**src/rtl/core/ham_pd_pkg.sv**
```systemverilog
// Types, constants and register map of the HAM palette pixel decoder.
package ham_pd_pkg;

    // Palette size and queue depth.
    localparam int PD_TABLE_ENTRIES = 256;
    localparam int QUEUE_DEPTH      = 4;
    localparam int QUEUE_CNT_W      = $clog2(QUEUE_DEPTH + 1);

    // Configuration port.
    localparam int CFG_INDEX_W = 3;
    localparam int CFG_DATA_W  = 8;

    localparam logic [CFG_INDEX_W-1:0] CFG_HAM_ENABLE  = 3'd0;
    localparam logic [CFG_INDEX_W-1:0] CFG_PLANE_DEPTH = 3'd1;
    localparam logic [CFG_INDEX_W-1:0] CFG_RED_SHIFT   = 3'd2;
    localparam logic [CFG_INDEX_W-1:0] CFG_GREEN_SHIFT = 3'd3;
    localparam logic [CFG_INDEX_W-1:0] CFG_BLUE_SHIFT  = 3'd4;
    localparam logic [CFG_INDEX_W-1:0] CFG_ALPHA_SHIFT = 3'd5;

    // Register reset values.
    localparam logic       RST_HAM_ENABLE  = 1'b0;
    localparam logic [3:0] RST_PLANE_DEPTH = 4'd6;
    localparam logic [4:0] RST_RED_SHIFT   = 5'd16;
    localparam logic [4:0] RST_GREEN_SHIFT = 5'd8;
    localparam logic [4:0] RST_BLUE_SHIFT  = 5'd0;
    localparam logic [4:0] RST_ALPHA_SHIFT = 5'd24;

    // Usable range of the plane depth.
    localparam logic [3:0] DEPTH_MIN = 4'd3;
    localparam logic [3:0] DEPTH_MAX = 4'd8;

    // Input function codes.
    localparam logic FUNC_WRITE  = 1'b0;
    localparam logic FUNC_DECODE = 1'b1;

    // Hold-and-modify control codes in the top two of the used pixel bits.
    localparam logic [1:0] HAM_MODE_LOOKUP = 2'h0;
    localparam logic [1:0] HAM_MODE_BLUE   = 2'h1;
    localparam logic [1:0] HAM_MODE_RED    = 2'h2;
    localparam logic [1:0] HAM_MODE_GREEN  = 2'h3;

    // Configuration registers as seen by the datapath.
    typedef struct packed {
        logic       ham_enable;
        logic [3:0] plane_depth;
        logic [4:0] red_shift;
        logic [4:0] green_shift;
        logic [4:0] blue_shift;
        logic [4:0] alpha_shift;
    } ham_cfg_t;

    // Classified pixel operation handed from front to back.
    typedef struct packed {
        logic [1:0] mode;
        logic       line_start;
        logic [7:0] val;
    } ham_op_t;

    // Queue entry: operation plus the palette word read for it.
    typedef struct packed {
        ham_op_t     op;
        logic [31:0] rdata;
    } ham_entry_t;

endpackage

```
**src/rtl/core/ham_pd_queue.sv**
```systemverilog
// Short queue that decouples the front end from the color back end.
module ham_pd_queue
    import ham_pd_pkg::*;
(
    input  logic                   clk,
    input  logic                   rst_n,
    input  logic                   push,
    input  ham_entry_t             push_entry,
    input  logic                   pop,
    output logic                   q_valid,
    output ham_entry_t             q_entry,
    output logic [QUEUE_CNT_W-1:0] q_count
);

    localparam int PW = $clog2(QUEUE_DEPTH);

    ham_entry_t             slots [QUEUE_DEPTH];
    logic [PW-1:0]          wr_ptr_reg;
    logic [PW-1:0]          wr_ptr_next;
    logic [PW-1:0]          rd_ptr_reg;
    logic [PW-1:0]          rd_ptr_next;
    logic [QUEUE_CNT_W-1:0] count_reg;
    logic [QUEUE_CNT_W-1:0] count_next;

    assign q_valid = (count_reg != '0);
    assign q_entry = slots[rd_ptr_reg];
    assign q_count = count_reg;

    // Pointer and fill level update.
    always_comb
    begin
        wr_ptr_next = push ? PW'(wr_ptr_reg + 1'b1) : wr_ptr_reg;
        rd_ptr_next = pop ? PW'(rd_ptr_reg + 1'b1) : rd_ptr_reg;
        count_next  = count_reg;
        if (push && !pop)
            count_next = QUEUE_CNT_W'(count_reg + 1'b1);
        else if (pop && !push)
            count_next = QUEUE_CNT_W'(count_reg - 1'b1);
    end

    always_ff @(posedge clk or negedge rst_n)
    begin
        if (!rst_n)
        begin
            wr_ptr_reg <= '0;
            rd_ptr_reg <= '0;
            count_reg  <= '0;
        end
        else
        begin
            wr_ptr_reg <= wr_ptr_next;
            rd_ptr_reg <= rd_ptr_next;
            count_reg  <= count_next;
        end
    end

    // Entry storage.
    always_ff @(posedge clk)
    begin
        if (push)
            slots[wr_ptr_reg] <= push_entry;
    end

endmodule

```
**config.mk**
```make
export PLATFORM = sky130hd
export DESIGN_NAME = ham_pd_queue
export DESIGN_NICKNAME = d
export VERILOG_FILES = /design/src/rtl/core/ham_pd_pkg.sv /design/src/rtl/core/ham_pd_queue.sv
export SDC_FILE = /design/constraint.sdc
export NUM_CORES = 1
export LEC_CHECK = 0
export BUFFER_PORTS_ARGS = -buffer_cell sky130_fd_sc_hd__buf_2
export CAP_MARGIN = 15
export CORE_AREA = 4 4 110 112
export DETAILED_ROUTE_END_ITERATION = 12
export DIE_AREA = 0 0 114 116
export PLACE_DENSITY = 0.85
export SLEW_MARGIN = 20
export SYNTH_ARGS = -nofsm -noshare
export SYNTH_HDL_FRONTEND = slang
export SYNTH_SLANG_ARGS = --single-unit
```
**constraint.sdc**
```tcl
create_clock -name clk -period 4.2 [get_ports clk]
set_input_delay 0.21 -clock clk [delete_from_list [all_inputs] [get_ports clk]]
set_output_delay 0.21 -clock clk [all_outputs]
set_load 0.1 [all_outputs]
```
After elaboration in Yosys (flattened, before gate mapping)
Memories as Yosys holds them, arrays and structs flattened.
Cells that the tools add are included.
Widths: inputs -> output; s select.

storage, ports and cells
  input port bits = 47
  memories = 1
  register bits = 7
  word-level logic and storage cells = 18
  output and inout port bits = 47
  bits in latches = 0
  RAM bits = 172
  ROM bits = 0

operators by class
  equality and inequality tests = 0
  $add $sub $neg = 4
  div/mod/pow operators = 0
  reductions and logical operators = 6
  bitwise logic cells = 0
  multiply operators = 0
  multiplexer cells = 4
  $lt $le $gt $ge = 0
  shift-type cells = 0

memory list
  name   words  bits a word  rd ports  clocked after Yosys merged registers in  write ports  line                text
  slots  4      43           1         0                                        1            ham_pd_queue.sv:17  ham_entry_t slots [QUEUE_DEPTH];

operators with widths
  operator             count
  $mux 3               2
  $add 2x1->2 const B  2
  $add 3x1->3 const B  1
  $reduce_bool 3->1    1
  $sub 3x1->3 const B  1
  $logic_and 1x1->1    2
  $logic_not 1->1      2
  $mux 1               2
  $reduce_bool 2->1    1

Depth between registers and ports, before layout
  depth after elaboration = 4
  depth in mapped cells = 7
  mapped depth without buffers = 7

Least setup slack after synthesis
No wires, ideal clock.

  kind = register -> register
  start point = register wr_ptr_reg[0]
  end point = memory slots[0][0] (netlist bit) (enable)
  setup time = 405 ps
  arrival time = 1656 ps
  period minus slack after synthesis = 2061 ps
  cell stages (with the launch flop) = 4
  path slack = 2139 ps
  required time = 3795 ps
  path through = dfrtp_1 > inv_1 > ha_1 > and2_1

RTL lines
  element                 line                text
  from (decl)             ham_pd_queue.sv:18  logic [PW-1:0] wr_ptr_reg;
  from (signal assigned)  ham_pd_queue.sv:51  wr_ptr_reg <= wr_ptr_next;
  to (decl)               ham_pd_queue.sv:17

Straight into the memory's write port.

==> qor.txt <==
fraction of layout cells with a size suffix above 1: 0.428
Post-synth EDFFs: 172
placer congestion estimate: 0.673
Hold Fails Final Rpt: 0
outcome: finished clean
Max clock buf depth: 2
I/O pin count: 94
Largest register FFs: 172
routed vias/inst: 5.55
multi-input logic area: 1190 µm²
syn_area_per_cell: 25.8 µm²
CTS Buf Count: 17
core footprint: 11200 µm²
main combinational cell family by area after synthesis: multiplexers
root buf cell: clkbuf_16
# H-tree levels: 4
GRT Residual Overflow: 0
Yosys top cell by area: edfxtp_1
port bufs: 93
xor/xnor share of the synthesized area: 0.00790
mux cell area share after synthesis: 0.150
Hold Path Class: input pin to flop
antenna cell count: 0
Pre-Repair DR Iteration Count: 4
DR DRC count: 0
complex-gate fraction of the synthesized area: 0.000752
setup TNS: 0 ps
Die Wd: 114 µm
asr flop ratio synth: 0.0391
Synth cell types: 18
CTS tree: yes
CP Data Required Time: 3990 ps
Adder-Cell Fraction of Synth Area: 0.0124
global-route usage over all layers: 0.182
CTS resizes: 0
Final Setup Violations: 0
largest net degree at the start of global routing: 46
Startpoint Class: flop
Die ar.: 13200 µm²
Die Y: 116 µm
row cnt: 39
Max-Cap Viols: 0
Synth top area share: 0.776
commonest cells in the netlist: edfxtp_1 (172), mux4_2 (38), dfrtp_1 (7)
Max Fclk: 384 MHz
Slew @ Worst Pin: 882 ps
vias in the first global route: 3239
Clock transition at path regs: 60 ps
WL final: 10.9 mm
CP Capture Type: primary output
global-route wire length before repair: 17.5 mm
Simple-Gate Fraction of Synth Area: 0.00639
Top reg by flops: slots
# clock sinks: 179
PnR worst setup slack: 1590 ps
dpl ws: 1980 ps
Synth Warn #: 0
nets: 435
Tcrit/Tclk final: 0.620
synthesized net count: 311
Mapped Area: 6650 µm²
clock latency on the worst-skew pair: 410 ps
minimum clock period after layout: 2610 ps
sequential area share after synthesis: 0.803
filler instances: 667
Post-Synthesis Cells: 258
Util after Layout: 0.717
initial antenna violation count: 1
flops & latches, synth: 179
main flop type after synthesis: edfxtp_1
via count: 2984
Rel. slew slack: 0.412
largest cells by area after synthesis: edfxtp_1 (78%), mux4_2 (13%), dfrtp_1 (2.6%)
Area Overhead vs Synth: 21.0%
ANT nets after route: 0
critical path class: flop to primary output
register area: 5350 µm²
leading cell type by number of instances after synthesis: edfxtp_1
drt initial violations: 163
routed len/inst: 20.3 µm
Post-DP HPWL: 5.97 mm
initial core utilization: 0.593
CP arrival: 2400 ps
CP max FO: 45
RSZ-0062 raised after global routing: no
Slew Viols, Final: 0
clock skew: 7.86 ps
timing repair:
item / 4_1_cts / 5_1_grt
setup buffers: 0 / 0
endpoints found under the hold margin: 81 / 0
hold buffers: 22 / 0
stage by stage:
| step | area, µm² | hold slack [ps] | std cells |
|---|---|---|---|
| after CTS | 8040 | 0.317 | 538 |
| after detailed placement | 7200 | 58.9 | 484 |
| after floorplan | 6650 | -85.6 | 258 |
| final | 8050 | 16.5 | 538 |
| after global placement | 7190 | 47.7 | 484 |
| after global routing | 8050 | 2.00 | 538 |
worst paths after layout:
| path | from | to | slack [ps] | depth (start not counted) |
|---|---|---|---|---|
| worst min register to register | q_count[2]$_DFFE_PN0P_ | q_count[2]$_DFFE_PN0P_ | 510 | 1 |
| worst max register to register | wr_ptr_reg[0]$_DFFE_PN0P_ | slots[0][4]$_DFFE_PP_ | 2550 | 3 |
| worst min-delay path | push_entry[42] | slots[1][42]$_DFFE_PP_ | 20 | 1 |
| min in group asynchronous | rst_n | q_count[0]$_DFFE_PN0P_ | 160 | 2 |
| max in group asynchronous | rst_n | rd_ptr_reg[0]$_DFFE_PN0P_ | 3860 | 2 |
| worst max-delay path | rd_ptr_reg[0]$_DFFE_PN0P_ | q_entry[24] | 1590 | 2 |
critical path, stage by stage, from the launching register on:
cell and delay (ps):
dfrtp_4 1010, mux4_2 640, buf_2 320
cell type report:
class | instances | share of cell area
Timing Repair Buffer | 115 | 0.0852
Inverter | 4 | 0.00187
Sequential cell | 179 | 0.665
Tap cell | 143 | 0.0222
Clock buffer | 17 | 0.0529
Clock inverter | 15 | 0.0252
Multi-Input combinational cell | 65 | 0.148
cell usage in the layout (no fill, tap or decap), types with 2 or more instances in the layout:
cell type      netlist  layout
and2_4               0       4
dfrtp_1              7       5
mux4_2              38      38
ha_1                 5       5
inv_1                4       4
xor2_1               4       4
clkinv_4             0       2
mux4_1               5       5
clkinv_2             0       2
dfrtp_4              0       2
xnor2_1              2       2
bufinv_16            0       4
clkbuf_16            0      17
dlygate4sd3_1        0      22
inv_6                0       5
edfxtp_1           172     172
nand2_1              2       2
buf_2                5      93
metal layers:
layer | share of wire | vias up | routed length [µm] | GRT usage
li1 | - | 1346 | - | -
met1 | 0.41 | 1541 | 4480 | 0.237
met2 | 0.52 | 81 | 5670 | 0.300
met3 | 0.057 | 14 | 618 | 0.0548
met4 | 0.013 | 2 | 138 | 0.0570
met5 | 0.0012 | - | 13 | 0
kinds of logic (layout without fill, tap and decap cells):
family          after synthesis  count (layout)
flops                       179             179
mux                          44              44
buf+inv                      14             151
simple gates                  8               8
fa+ha+maj                     6               6
xor+xnor                      6               6
compound gates                1               1
Power is left out: the tool's default activity adds up to more than one toggle a clock period on the data nets, which glitch-free logic cannot reach.
