### config.mk
export PLATFORM = sky130hd
export DESIGN_NAME = ham_pd_cfg_flat
export DESIGN_NICKNAME = d
export VERILOG_FILES = /design/src/rtl/core/ham_pd_pkg.sv /design/src/rtl/core/ham_pd_if.sv /design/src/rtl/core/ham_pd_cfg.sv /design/src/flat_wrapper.sv
export SDC_FILE = /design/constraint.sdc
export NUM_CORES = 1
export LEC_CHECK = 0
export BUFFER_PORTS_ARGS = -buffer_cell sky130_fd_sc_hd__buf_2
export CAP_MARGIN = 20
export CORE_AREA = 2 2 52 54
export CTS_CLUSTER_SIZE = 8
export DETAILED_ROUTE_END_ITERATION = 6
export DIE_AREA = 0 0 54 56
export GPL_TIMING_DRIVEN = 0
export PLACE_DENSITY_LB_ADDON = 0.08
export SLEW_MARGIN = 20
export SYNTH_ARGS = -nofsm -noshare
export SYNTH_HDL_FRONTEND = slang
export SYNTH_SLANG_ARGS = --single-unit
### constraint.sdc
create_clock -name clk -period 0.8 [get_ports clk]
set_clock_uncertainty 0.1 [all_clocks]
set_input_delay 0.08 -clock clk [delete_from_list [all_inputs] [get_ports clk]]
set_output_delay 0.08 -clock clk [all_outputs]
set_load 0.05 [all_outputs]
### src/rtl/core/ham_pd_pkg.sv
// Types, constants and register map of the HAM palette pixel decoder.
package ham_pd_pkg;

    // Palette size and queue depth.
    localparam int PD_TABLE_ENTRIES = 256;
    localparam int QUEUE_DEPTH      = 4;
    localparam int QUEUE_CNT_W      = $clog2(QUEUE_DEPTH + 1);

    // Configuration port.
    localparam int CFG_INDEX_W = 3;
    localparam int CFG_DATA_W  = 8;

    localparam logic [CFG_INDEX_W-1:0] CFG_HAM_ENABLE  = 3'd0;
    localparam logic [CFG_INDEX_W-1:0] CFG_PLANE_DEPTH = 3'd1;
    localparam logic [CFG_INDEX_W-1:0] CFG_RED_SHIFT   = 3'd2;
    localparam logic [CFG_INDEX_W-1:0] CFG_GREEN_SHIFT = 3'd3;
    localparam logic [CFG_INDEX_W-1:0] CFG_BLUE_SHIFT  = 3'd4;
    localparam logic [CFG_INDEX_W-1:0] CFG_ALPHA_SHIFT = 3'd5;

    // Register reset values.
    localparam logic       RST_HAM_ENABLE  = 1'b0;
    localparam logic [3:0] RST_PLANE_DEPTH = 4'd6;
    localparam logic [4:0] RST_RED_SHIFT   = 5'd16;
    localparam logic [4:0] RST_GREEN_SHIFT = 5'd8;
    localparam logic [4:0] RST_BLUE_SHIFT  = 5'd0;
    localparam logic [4:0] RST_ALPHA_SHIFT = 5'd24;

    // Usable range of the plane depth.
    localparam logic [3:0] DEPTH_MIN = 4'd3;
    localparam logic [3:0] DEPTH_MAX = 4'd8;

    // Input function codes.
    localparam logic FUNC_WRITE  = 1'b0;
    localparam logic FUNC_DECODE = 1'b1;

    // Hold-and-modify control codes in the top two of the used pixel bits.
    localparam logic [1:0] HAM_MODE_LOOKUP = 2'h0;
    localparam logic [1:0] HAM_MODE_BLUE   = 2'h1;
    localparam logic [1:0] HAM_MODE_RED    = 2'h2;
    localparam logic [1:0] HAM_MODE_GREEN  = 2'h3;

    // Configuration registers as seen by the datapath.
    typedef struct packed {
        logic       ham_enable;
        logic [3:0] plane_depth;
        logic [4:0] red_shift;
        logic [4:0] green_shift;
        logic [4:0] blue_shift;
        logic [4:0] alpha_shift;
    } ham_cfg_t;

    // Classified pixel operation handed from front to back.
    typedef struct packed {
        logic [1:0] mode;
        logic       line_start;
        logic [7:0] val;
    } ham_op_t;

    // Queue entry: operation plus the palette word read for it.
    typedef struct packed {
        ham_op_t     op;
        logic [31:0] rdata;
    } ham_entry_t;

endpackage

### src/rtl/core/ham_pd_if.sv


// Configuration write channel.
interface ham_pd_cfg_if;
    logic       valid;
    logic       ready;
    logic [2:0] index;
    logic [7:0] data;

    modport source (output valid, index, data, input ready);
    modport sink (input valid, index, data, output ready);
endinterface

### src/rtl/core/ham_pd_cfg.sv
// Configuration register file of the HAM palette pixel decoder.
module ham_pd_cfg
    import ham_pd_pkg::*;
(
    input  logic          clk,
    input  logic          rst_n,
    ham_pd_cfg_if.sink    cfg,
    output ham_cfg_t      regs
);

    ham_cfg_t regs_reg;
    ham_cfg_t regs_next;

    // Writes are always taken.
    assign cfg.ready = 1'b1;
    assign regs      = regs_reg;

    // Decode the register index of a write transaction.
    always_comb
    begin
        regs_next = regs_reg;
        if (cfg.valid)
        begin
            unique case (cfg.index)
                CFG_HAM_ENABLE:  regs_next.ham_enable  = cfg.data[0];
                CFG_PLANE_DEPTH: regs_next.plane_depth = cfg.data[3:0];
                CFG_RED_SHIFT:   regs_next.red_shift   = cfg.data[4:0];
                CFG_GREEN_SHIFT: regs_next.green_shift = cfg.data[4:0];
                CFG_BLUE_SHIFT:  regs_next.blue_shift  = cfg.data[4:0];
                CFG_ALPHA_SHIFT: regs_next.alpha_shift = cfg.data[4:0];
                default:         regs_next = regs_reg;
            endcase
        end
    end

    // Register storage with reset defaults.
    always_ff @(posedge clk or negedge rst_n)
    begin
        if (!rst_n)
        begin
            regs_reg.ham_enable  <= RST_HAM_ENABLE;
            regs_reg.plane_depth <= RST_PLANE_DEPTH;
            regs_reg.red_shift   <= RST_RED_SHIFT;
            regs_reg.green_shift <= RST_GREEN_SHIFT;
            regs_reg.blue_shift  <= RST_BLUE_SHIFT;
            regs_reg.alpha_shift <= RST_ALPHA_SHIFT;
        end
        else
        begin
            regs_reg <= regs_next;
        end
    end

endmodule

### src/flat_wrapper.sv
// flat-port wrapper written by rule: the top's interface ports become plain ports
module ham_pd_cfg_flat import ham_pd_pkg::*;
  (clk, rst_n, regs, cfg_valid, cfg_index, cfg_data, cfg_ready);
  ham_pd_cfg_if cfg_i ();
  input  logic clk;
  input  logic rst_n;
  output ham_cfg_t regs;
  input wire logic [$bits(cfg_i.valid)-1:0] cfg_valid;
  input wire logic [$bits(cfg_i.index)-1:0] cfg_index;
  input wire logic [$bits(cfg_i.data)-1:0] cfg_data;
  output wire logic [$bits(cfg_i.ready)-1:0] cfg_ready;
  assign cfg_i.valid = cfg_valid;
  assign cfg_i.index = cfg_index;
  assign cfg_i.data = cfg_data;
  assign cfg_ready = cfg_i.ready;
  ham_pd_cfg u_core (.clk(clk), .rst_n(rst_n), .cfg(cfg_i), .regs(regs));
endmodule
# == Word-level counts from Yosys, hierarchy flattened ==
# Index checks and enable logic that the tools add are counted.
# word_totals
out_inout_bits,26
input_bits,14
word_cells,18
register_bits,25
# op_classes
n_reduce_logical,7
n_eq_ne,5
# op_table
cell,n
2-bit AND reduction,6
"3-bit by 2-bit == test with 1-bit output, second input constant",2
"3-bit == test, second input constant",2
"3-bit by 1-bit == test with 1-bit output, second input constant",1
3-bit logical NOT,1

# == Logic depth before layout (Yosys ltp) ==
# depth
depth_word,2
depth_mapped,2

# == Worst setup path before layout ==
# OpenSTA, ideal clock, no wires.
# synth_path
path_type,register to register
startpoint,"reg, netlist name u_core.regs[0]"
endpoint,reg u_core.regs_reg (netlist bit u_core.regs[0])
path_slack_ns,-0.290
required_ns,0.575
stages_incl_launch_ff,2
synth_period_minus_slack_ns,1.090
setup_time_ns,0.125
n_path_buf,0
arrival_ns,0.866
cell_sequence,dfrtp_1 -> mux2_2
# synth_lines
element,line,rtl
end signal: assignment,ham_pd_cfg.sv:50,regs_reg <= regs_next;
end: declaration,ham_pd_cfg.sv:11,ham_cfg_t regs_reg;

# == Final worst setup path ==
# layout_path
startpoint,reg u_core.regs_reg (netlist bit u_core.regs[3])
endpoint,out regs[3] (netlist bit)
# layout_lines
element,line,rtl
end: declaration,flat_wrapper.sv:7,output ham_cfg_t regs;
# No word-level cell between the ends.

==> flow_summary_export.csv <==
group,metric,value,unit
die,die_h,56,microns
finish,final-seq-area,657,sq um
yosys,ys_types,8,
run_status,violations,"negative hold slack, negative setup slack",
detailed_routing,ant_nets,0,
timing,setup_tns,-10.04,ns
timing,finalHoldViolCount,50,
power,swShare,0.397,
detailed_routing,via_per_inst,4.97,
yosys,synth_fp_nets,72,
global_route,antenna_found_initial,0,
timing,finalCriticalPeriod,1.22,ns
die,die_area,0.00302,sq mm
setup_path,path_cells,"buf_8",
yosys,synth_top_area_share,0.475,
placed_design,dp_cells,123,
timing,setup_violations,50,
die,rows,18,
power,share_comb_of_total_power,0.490,
power,seq_power_share,0.396,
die,start_util,0.412,
placed_design,placed_area,0.00128,sq mm
finish,finalInstanceArea,0.00156,sq mm
detailed_routing,drc,0,
finish,antenna_cells,0,
yosys,synth.ff_latch_count,25,
placed_design,port_buffers,35,
finish,area_delta_synth_final,56.3,%
power,power_frac_clock,0.114,
timing,fin_crit_sh,1.52,
setup_path,cpMaxStageDelayCell,"dfstp_2",
timing,max_freq,822,MHz
yosys,syn_inst,58,
detailed_routing,firstDrtPassIters,2,
yosys,ys_warn_count,0,
timing,slew_viol_final,0,
yosys,ys_seq_area_frac,0.633,
finish,drive_above_1_share,0.962,
finish,final_cell_mix,"buf_6, dfrtp_2, mux2_4",
finish,mostFrequentLayoutCell,"buf_6",
setup_path,critPathBufInv,1,
setup_path,timing.rr.end,"u_core.regs[16]",
power,switchingPower,1.87,mW
clock_tree,cts.root.buffer_cell,"clkbuf_4",
global_route,grt_overflow,0,
placed_design,pre_cts_ws,-0.477,ns
global_route,grt_pass1_wl,3280,microns
timing,rsz0062_at_grt,"true",
run_status,status,"complete, but fails checks",
finish,fin_nets,119,
setup_path,cpLargestDelayFamily,"flip-flops",
global_route,grt_max_degree,26,
yosys,syn-cell-area,0.00100,sq mm
setup_path,startpoint_type,"flip-flop",
die,fp.coreArea,0.00243,sq mm
power,max-vdd-ir-drop,1780,uV
clock_tree,h-tree-depth,1,
setup_path,worst_setup_path_end_kind,"primary output",
clock_tree,clkLatencyLatePin,0.30,ns
power,p_per_area,3000,mW/mm^2
detailed_routing,wl_per_cell,15.1,microns
finish,fin_cells,134,
setup_path,reg2regPathDepth,2,
setup_path,crit_required,0.62,ns
clock_tree,cts_tree,"built",
finish,nFillCells,182,
timing,whs,-0.366,ns
yosys,ys_top_cells_by_area,"dfrtp_1, mux2_2, dfstp_2, and4bb_4, nand4b_1",
die,die_x,54,microns
detailed_routing,finalWirelength,2030,microns
placed_design,hpwl,1450,microns
setup_path,crit_cells,1,
clock_tree,cts_max_path_buffers,2,
setup_path,reg2reg_slack,-0.20,ns
setup_path,crit_type,"reg -> out",
global_route,grt_use_total,0.147,
timing,setup_slack,-0.417,ns
clock_tree,clk_pin_slew,0.13,ns
placed_design,gp_congestion,0.605,
detailed_routing,drt_iter0_drc,1,
yosys,yosys.area.top_type,"dfrtp_1",
worst_hold_path,hold_path_class,"in -> async",
flow_run,cap_violations,0,
power,p_int,2.83,mW
global_route,grt_pass1_vias,714,
finish,multiInputGateArea,409,sq um
timing,tightest_slew,0.530,ns
setup_path,worstPathMaxFanout,2,
setup_path,arrival,1.04,ns
die,pin_count,40,
power,leakage,0.710,nW
clock_tree,cts.sinks,25,
clock_tree,numCtsBuffers,3,
timing,slew_headroom,0.647,
setup_path,reg2reg_from,"u_core.regs[16]",
yosys,syn_area_per_cell,17.3,sq um
setup_path,crit_path_max_incr_delay,0.58,ns
detailed_routing,vias,666,
finish,largest_reg_flops,25,
[power by group through the flow]
stage | Sequential, mW | Combinational [mW] | Clock, mW
floorplan | 2.81 | 0.358 | 0
global placement | 1.77 | 1.76 | 0
detailed placement | 1.79 | 1.78 | 0
CTS | 1.85 | 2.28 | 0.583
global route | 1.89 | 2.39 | 0.640
finish | 1.86 | 2.30 | 0.537
[synth_stat cells (all sizes together)]
master	n
dfstp	6
buf	1
dfrtp	19
conb	1
and4bb	3
nor4b	1
mux2	25
nand4b	2
[kinds of logic (layout without fill, tap and decap cells)]
kind of cell	after synthesis	in the layout	synth area share
multiplexers	25	25	0.281
flip-flops	25	25	0.633
AND/OR/NAND/NOR	6	6	0.0750
other	1	1	0.00375
buffers and inverters	1	47	0.00750
[cell type report]
cell class / instances / share of cell area
Sequential cell: 25 / 0.420
Timing Repair Buffer: 42 / 0.272
Multi-Input combinational cell: 32 / 0.262
Tap cell: 30 / 0.0240
Clock buffer: 3 / 0.0144
Buffer: 1 / 0.00480
Clock inverter: 1 / 0.00320
[metal layers]
metal | wire, microns | track usage | share of wire | up-vias
li1 | - | - | - | 303
met1 | 834 | 0.192 | 0.41 | 341
met2 | 1060 | 0.233 | 0.52 | 20
met3 | 120 | 0.0323 | 0.059 | 2
met4 | 15 | 0.0536 | 0.0074 | 0
met5 | 0 | 0 | 0 | -
[worst max-delay path by stage]
| stage | startpoint | to |
|---|---|---|
| global placement | cfg_index[1] | u_core.regs[2] |
| CTS | u_core.regs[21] | regs[21] |
| finish | u_core.regs[3] | regs[3] |
| detailed placement | cfg_index[2] | u_core.regs[10] |
| global route | u_core.regs[3] | regs[3] |
| floorplan | u_core.regs[19] | u_core.regs[19] |
[stage by stage]
stage                     total power [mW]   util
final                                 4.69  0.643
after global routing                  4.92  0.643
after CTS                             4.72  0.637
after detailed placement              3.57  0.526
after global placement                3.53  0.526
after floorplan                       3.16      -
[timing repair]
item / in CTS / in global routing
endpoints found under the setup margin: 50 / 50
gates resized for setup: 61 / 3
setup buffers: 6 / 2
endpoints found under the hold margin: 48 / 44
Note: power is estimated with default switching activity, not from simulation.
