File: config.mk
export PLATFORM = sky130hd
export DESIGN_NAME = ham_pd_back_flat
export DESIGN_NICKNAME = d
export VERILOG_FILES = /design/src/rtl/core/ham_pd_pkg.sv /design/src/rtl/core/ham_pd_if.sv /design/src/rtl/core/ham_pd_back.sv /design/src/flat_wrapper.sv
export SDC_FILE = /design/constraint.sdc
export NUM_CORES = 1
export LEC_CHECK = 0
export ABC_AREA = 0
export BUFFER_PORTS_ARGS = -buffer_cell sky130_fd_sc_hd__clkbuf_2
export CORE_MARGIN = 2
export CORE_UTILIZATION = 50
export CTS_BUF_LIST = sky130_fd_sc_hd__clkbuf_4
export DETAILED_ROUTE_END_ITERATION = 16
export PLACE_DENSITY = 0.73
export REMOVE_ABC_BUFFERS = 1
export SYNTH_ARGS = -nofsm -noshare
export SYNTH_HDL_FRONTEND = slang
export SYNTH_SLANG_ARGS = --single-unit
File: constraint.sdc
create_clock -name clk -period 5.8 [get_ports clk]
set_input_delay 0.58 -clock clk [delete_from_list [all_inputs] [get_ports clk]]
set_output_delay 0.58 -clock clk [all_outputs]
set_load 0.005 [all_outputs]
File: src/rtl/core/ham_pd_pkg.sv
// Types, constants and register map of the HAM palette pixel decoder.
package ham_pd_pkg;

    // Palette size and queue depth.
    localparam int PD_TABLE_ENTRIES = 256;
    localparam int QUEUE_DEPTH      = 4;
    localparam int QUEUE_CNT_W      = $clog2(QUEUE_DEPTH + 1);

    // Configuration port.
    localparam int CFG_INDEX_W = 3;
    localparam int CFG_DATA_W  = 8;

    localparam logic [CFG_INDEX_W-1:0] CFG_HAM_ENABLE  = 3'd0;
    localparam logic [CFG_INDEX_W-1:0] CFG_PLANE_DEPTH = 3'd1;
    localparam logic [CFG_INDEX_W-1:0] CFG_RED_SHIFT   = 3'd2;
    localparam logic [CFG_INDEX_W-1:0] CFG_GREEN_SHIFT = 3'd3;
    localparam logic [CFG_INDEX_W-1:0] CFG_BLUE_SHIFT  = 3'd4;
    localparam logic [CFG_INDEX_W-1:0] CFG_ALPHA_SHIFT = 3'd5;

    // Register reset values.
    localparam logic       RST_HAM_ENABLE  = 1'b0;
    localparam logic [3:0] RST_PLANE_DEPTH = 4'd6;
    localparam logic [4:0] RST_RED_SHIFT   = 5'd16;
    localparam logic [4:0] RST_GREEN_SHIFT = 5'd8;
    localparam logic [4:0] RST_BLUE_SHIFT  = 5'd0;
    localparam logic [4:0] RST_ALPHA_SHIFT = 5'd24;

    // Usable range of the plane depth.
    localparam logic [3:0] DEPTH_MIN = 4'd3;
    localparam logic [3:0] DEPTH_MAX = 4'd8;

    // Input function codes.
    localparam logic FUNC_WRITE  = 1'b0;
    localparam logic FUNC_DECODE = 1'b1;

    // Hold-and-modify control codes in the top two of the used pixel bits.
    localparam logic [1:0] HAM_MODE_LOOKUP = 2'h0;
    localparam logic [1:0] HAM_MODE_BLUE   = 2'h1;
    localparam logic [1:0] HAM_MODE_RED    = 2'h2;
    localparam logic [1:0] HAM_MODE_GREEN  = 2'h3;

    // Configuration registers as seen by the datapath.
    typedef struct packed {
        logic       ham_enable;
        logic [3:0] plane_depth;
        logic [4:0] red_shift;
        logic [4:0] green_shift;
        logic [4:0] blue_shift;
        logic [4:0] alpha_shift;
    } ham_cfg_t;

    // Classified pixel operation handed from front to back.
    typedef struct packed {
        logic [1:0] mode;
        logic       line_start;
        logic [7:0] val;
    } ham_op_t;

    // Queue entry: operation plus the palette word read for it.
    typedef struct packed {
        ham_op_t     op;
        logic [31:0] rdata;
    } ham_entry_t;

endpackage

File: src/rtl/core/ham_pd_if.sv


// Result channel.
interface ham_pd_result_if;
    logic        valid;
    logic        ready;
    logic [31:0] packed_color;

    modport source (output valid, packed_color, input ready);
    modport sink (input valid, packed_color, output ready);
endinterface


File: src/rtl/core/ham_pd_back.sv
// Back end: applies hold-and-modify to the held color and packs the result.
module ham_pd_back
    import ham_pd_pkg::*;
(
    input  logic            clk,
    input  logic            rst_n,
    input  logic            q_valid,
    input  ham_entry_t      q_entry,
    output logic            pop,
    input  ham_cfg_t        regs,
    ham_pd_result_if.source result
);

    logic [31:0] held_reg;
    logic [31:0] held_next;
    logic [31:0] base;
    logic [31:0] color;
    logic [31:0] packed_next;
    logic [31:0] packed_reg;
    logic        out_valid_reg;
    logic        out_valid_next;

    // Take an entry whenever the output register is free or being drained.
    assign pop = q_valid && (!out_valid_reg || result.ready);

    // Build the new color from the held color or the palette word.
    always_comb
    begin
        base = q_entry.op.line_start ? q_entry.rdata : held_reg;
        unique case (q_entry.op.mode)
            HAM_MODE_LOOKUP: color = q_entry.rdata;
            HAM_MODE_BLUE:   color = {base[31:8], q_entry.op.val};
            HAM_MODE_RED:    color = {base[31:24], q_entry.op.val, base[15:0]};
            HAM_MODE_GREEN:  color = {base[31:16], q_entry.op.val, base[7:0]};
            default:         color = q_entry.rdata;
        endcase
        held_next = pop ? color : held_reg;
    end

    // Place each channel byte at its configured shift.
    always_comb
    begin
        packed_next = (32'(color[23:16]) << regs.red_shift)
                    | (32'(color[15:8])  << regs.green_shift)
                    | (32'(color[7:0])   << regs.blue_shift)
                    | (32'(color[31:24]) << regs.alpha_shift);
    end

    // Output register valid flag.
    always_comb
    begin
        if (pop)
            out_valid_next = 1'b1;
        else if (result.ready)
            out_valid_next = 1'b0;
        else
            out_valid_next = out_valid_reg;
    end

    always_ff @(posedge clk or negedge rst_n)
    begin
        if (!rst_n)
        begin
            out_valid_reg <= 1'b0;
            held_reg      <= '0;
        end
        else
        begin
            out_valid_reg <= out_valid_next;
            held_reg      <= held_next;
        end
    end

    // Result data register.
    always_ff @(posedge clk)
    begin
        if (pop)
            packed_reg <= packed_next;
    end

    assign result.valid        = out_valid_reg;
    assign result.packed_color = packed_reg;

endmodule

File: src/flat_wrapper.sv
// flat-port wrapper written by rule: the top's interface ports become plain ports
module ham_pd_back_flat import ham_pd_pkg::*;
  (clk, rst_n, q_valid, q_entry, pop, regs, result_valid, result_packed_color, result_ready);
  ham_pd_result_if result_i ();
  input  logic clk;
  input  logic rst_n;
  input  logic q_valid;
  input  ham_entry_t q_entry;
  output logic pop;
  input  ham_cfg_t regs;
  output wire logic [$bits(result_i.valid)-1:0] result_valid;
  output wire logic [$bits(result_i.packed_color)-1:0] result_packed_color;
  input wire logic [$bits(result_i.ready)-1:0] result_ready;
  assign result_valid = result_i.valid;
  assign result_packed_color = result_i.packed_color;
  assign result_i.ready = result_ready;
  ham_pd_back u_core (.clk(clk), .rst_n(rst_n), .q_valid(q_valid), .q_entry(q_entry), .pop(pop), .regs(regs), .result(result_i));
endmodule
Word level (Yosys, flattened, before mapping)
Cells that the tools add are included.

operators by class
  equal/unequal tests = 3
  bitwise operators = 3
  reductions and logical operators = 5
  shifts and indexed selects = 4
  multiplexer cells = 4

operators by type and width
  operator              count
  $pmux W32 S4          1
  $shl A8 B5 Y32        4
  $or A32 B32 Y32       3
  $mux W32              1
  $eq A2 B2 Y1 const B  2
  $eq A2 B1 Y1 const B  1
  $logic_not A2 Y1      1
  $mux W1               2
  $reduce_bool A2 Y1    1
  $logic_and A1 B1 Y1   1
  $logic_not A1 Y1      1
  $logic_or A1 B1 Y1    1

storage, ports and cells
  logic and storage cells = 22
  bits in registers = 65
  input bits = 72

Longest topological paths before layout
  depth in word-level cells = 6
  mapped depth = 11

Least setup slack after synthesis
No wires, ideal clock.

  path kind = input-to-reg
  start = input port regs[5] (netlist bit)
  end = register u_core.packed_reg[27] (netlist: u_core.result.packed_color[27]), data pin
  slack = 2.889 ns
  stages = 8
  library setup time = 0.273 ns
  path buffers = 2
  data required time = 5.527 ns
  data arrival time = 2.638 ns
  cells stage by stage = buf_4 buf_2 mux4_2 mux2_2 mux2i_1 a2bb2o_4 a221oi_1 o211ai_1

between the ends
  cells in the longest elaborated chain, start to end = 3

RTL lines
  element                     RTL line            source
  from (decl)                 flat_wrapper.sv:10  input ham_cfg_t regs;
  $shl A8 B5 Y32              ham_pd_back.sv:45   | (32'(color[7:0]) << regs.blue_shift)
  $or A32 B32 Y32             ham_pd_back.sv:45
  $or A32 B32 Y32             ham_pd_back.sv:46   | (32'(color[31:24]) << regs.alpha_shift);
  via u_core.packed_next[27]  ham_pd_back.sv:18   logic [31:0] packed_next;
  to (signal assigned)        ham_pd_back.sv:78   packed_reg <= packed_next;
  to (decl)                   ham_pd_back.sv:19   logic [31:0] packed_reg;

The timed path passes the listed nets, and every way through them passes these cells.
A chain may end at the register's enable or synchronous reset.

Final worst setup path
  start = input port q_entry[40] (netlist bit)
  end = register u_core.packed_reg[13] (netlist: u_core.result.packed_color[13]), data pin

between the ends
  cells in the longest elaborated chain, start to end = 6

RTL lines
  element                                   RTL line                              source
  from (decl)                               flat_wrapper.sv:8                     input ham_entry_t q_entry;
  $mux W32 (*)                              ham_pd_back.sv:29                     base = q_entry.op.line_start ? q_entry.rdata : held_reg;
  $pmux W32 S4 (*)                          ham_pd_back.sv:30                     unique case (q_entry.op.mode)
  $shl A8 B5 Y32, on equally long branches  ham_pd_back.sv:43, ham_pd_back.sv:44
  $or A32 B32 Y32                           ham_pd_back.sv:44                     | (32'(color[15:8]) << regs.green_shift)
  $or A32 B32 Y32                           ham_pd_back.sv:45
  $or A32 B32 Y32 (*)                       ham_pd_back.sv:46
  via u_core.packed_next[13]                ham_pd_back.sv:18

Mark *: on every way through the listed nets, which the timed path passes. The rest lies on a longest branch.

==> impl_metrics.py <==
metrics = {
    "timing": {
        "setup_violations": 0,
        "rsz0062_at_grt": "false",
        "fmax_ghz": 0.284,
        "fin_ws_ns": 2.28,
        "slew_viol_final": 0,
        "min_period_ns": 3.52,
        "tightest_slew_ns": 0.943,
        "clock_skew_ns": 0.0205,
        "fin_crit_sh": 0.606,
        "slew_headroom": 0.371,
        "finalHoldViolations": 0,
        "fin_tns_setup_ns": 0,
    },
    "cells_and_area": {
        "nets": 853,
        "final_util": 0.558,
        "final_area_sq_um": 7070,
        "diodes": 0,
        "final_layout_size_suffix_gt1_frac": 0.256,
        "filler_cell_count": 1213,
        "multi_input_area_sq_um": 4370,
        "area_growth_pct": 9.00,
        "finalNonFillerCells": 958,
        "seq_area_sq_um": 1790,
        "final_cell_mix": "clkbuf_2 (100), nand2_1 (91), mux2i_1 (50)",
        "final_common_cell": "clkbuf_2",
    },
    "yosys": {
        "synthDistinctLibCells": 74,
        "synth_edf_count": 32,
        "syn_avg_cell_area_sq_um": 9.00,
        "syn-cell-area_sq_um": 6490,
        "synthCells": 721,
        "synth_seq_cells": 65,
        "synth_ff_type": "dfrtp_1",
        "yosysWarnings": 0,
        "async_reset_ff_frac": 0.508,
        "yosysSeqAreaShare": 0.275,
    },
    "placed_design": {
        "port_buffers": 100,
        "dp_hpwl_um": 17900,
        "gp_congestion": 1.03,
        "dp_slack_ns": 1.92,
        "dp_cells": 942,
        "placed_cell_area_sq_um": 6970,
    },
    "routing": {
        "vias_per_cell": 6.96,
        "firstDrtPassIters": 8,
        "wire_per_inst_um": 24.6,
        "vias": 6667,
        "route.detailed.drc": 0,
        "finalWirelength_um": 23600,
        "antenna_left": 0,
        "drtIter0Drc": 1040,
    },
    "critical_path": {
        "crit_slowest_cell": "clkbuf_2",
        "max_stage_delay_ns": 0.61,
        "end_kind": "flip-flop",
        "crit_chain": "clkbuf_2, o21bai_1, buf_4, mux4_2, mux2i_1, a2bb2oi_1, mux2i_1, nand2_1, or4b_1",
        "path_max_fanout": 36,
        "crit_type": "in -> reg",
        "crit_top_cell": "mux2i_1",
        "cp_data_arrival_time_ns": 3.73,
        "startpoint_type": "input pin",
        "worstPathRequired_ns": 6.01,
    },
    "clock_tree": {
        "cts_hold_buf": 0,
        "post_cts_buffers": 0,
        "clock_tree.buffer_depth": 2,
        "tritoncts": "yes",
        "root_buffer": "clkbuf_4",
        "cts.sinks": 65,
        "clock_latency_ns": 0.48,
        "cts_max_level": 3,
        "clk_pin_slew_ns": 0.13,
        "ctsResizeCount": 0,
        "cts_made_buffers": 9,
    },
    "run_status": {
        "status": "finished clean",
    },
    "pwr": {
        "clockPowerShare": 0.182,
        "power.leakage_nw": 2.84,
        "peakVddDrop_mv": 0.143,
        "p_per_area_nw_per_um2": 216,
        "p_int_w": 0.000913,
        "swShare": 0.403,
        "switchingPower_w": 0.000617,
        "pwr-share-seq": 0.394,
        "power_frac_comb": 0.424,
    },
    "grt": {
        "grt_pass1_wl_um": 36900,
        "gr-usage-all-layers": 0.341,
        "grt_overflow": 0,
        "antenna_found_initial": 0,
        "grt_max_degree": 37,
        "grt_pass1_vias": 6366,
    },
    "floorplan": {
        "rows": 41,
        "die_area_sq_um": 13900,
        "start_util": 0.512,
        "core_sq_um": 12700,
        "die_w_um": 118,
        "pin_count": 106,
        "die_h_um": 118,
    },
    "worst_hold_path": {
        "hp-class": "in -> async",
    },
    "job": {
        "drv_cap": 0,
    },
}
==> critical path: cells and delay by family <==
family / cells / cell delay, ns
mux: 3 / 1.03
simple gates: 2 / 0.61
compound gates: 2 / 0.65
buf+inv: 2 / 0.84
==> logic make-up after synthesis <==
family | Yosys count | synth area share
AOI/OAI and AO/OA | 220 | 0.248
xor gates and xnor gates | 2 | 0.00559
buffers and inverters | 72 | 0.0517
DFF | 65 | 0.275
muxes | 120 | 0.243
and+or+nand+nor | 242 | 0.177
==> layer usage <==
layer | global-route usage | vias up | wire, um
li1 | - | 2943 | -
met1 | 0.458 | 3258 | 9670
met2 | 0.539 | 406 | 11000
met3 | 0.0877 | 60 | 2230
met4 | 0.111 | 0 | 694
met5 | 0 | - | 0
==> area by class of cell <==
class                   instances  share of cell area
multi-input cells             584               0.617
flip-flops and latches         65               0.253
repair buffers                105              0.0761
well taps                     172              0.0304
clock buffers                  11              0.0117
inverters                      16             0.00849
clock inverters                 5             0.00336
==> per-stage QoR <==
| stage | hold WS [ns] | total power (W) |
|---|---|---|
| 2_1_floorplan | 0.284 | 0.000986 |
| 3_3_place_gp | 0.459 | 0.00122 |
| 3_5_place_dp | 0.469 | 0.00124 |
| 4_1_cts | 0.246 | 0.00151 |
| 5_1_grt | 0.280 | 0.00160 |
| 6_report | 0.221 | 0.00153 |
==> path summary, 6_finish.rpt <==
| check | endpoint | start | slack, ns | cells past startpoint |
|---|---|---|---|---|
| max reg2reg | u_core.result.packed_color[12] | u_core.held_reg[6] | 2.96 | 6 |
| min in group clk | u_core.result.valid | q_valid | 0.30 | 2 |
| max | u_core.result.packed_color[13] | q_entry[40] | 2.28 | 9 |
| min | u_core.held_reg[6] | rst_n | 0.22 | 1 |
| min reg2reg | u_core.held_reg[8] | u_core.held_reg[8] | 0.49 | 2 |
| max in group asynchronous | u_core.held_reg[2] | rst_n | 4.99 | 1 |
==> power groups by stage <==
stage	combinational [W]	clock (W)	sequential [W]
global placement	0.000618	0	0.000607
floorplan	0.000383	0	0.000603
CTS	0.000630	0.000281	0.000602
global route	0.000694	0.000300	0.000610
detailed placement	0.000627	0	0.000612
finish	0.000648	0.000279	0.000602
==> cell usage after synthesis, types with 5 or more instances <==
cell      instances  area share
nand2_1          91       0.053
mux2i_1          50       0.077
nor2_1           46       0.027
mux2_2           44       0.076
clkbuf_1         37       0.021
dfrtp_1          33        0.13
edfxtp_1         32        0.15
a21oi_1          31       0.024
o21ai_0          30       0.023
mux4_2           25       0.087
nand3_1          21       0.016
a22oi_1          17       0.020
o211ai_1         17       0.020
nor3_1           16       0.012
nand2b_1         14       0.013
o22ai_1          14       0.013
or3_1            14       0.013
a221oi_1         12       0.016
inv_1            12      0.0069
and2_1            9      0.0087
nor2b_1           9      0.0087
o221ai_1          9       0.012
buf_2             8      0.0062
o21a_1            8      0.0093
o32ai_1           8       0.011
a21o_1            7      0.0081
a31oi_1           7      0.0067
a22o_1            6      0.0081
a32oi_1           6      0.0081
a211oi_1          5      0.0058
buf_6             5      0.0087
o32a_1            5      0.0077
Power figures use the tool's default switching activity.
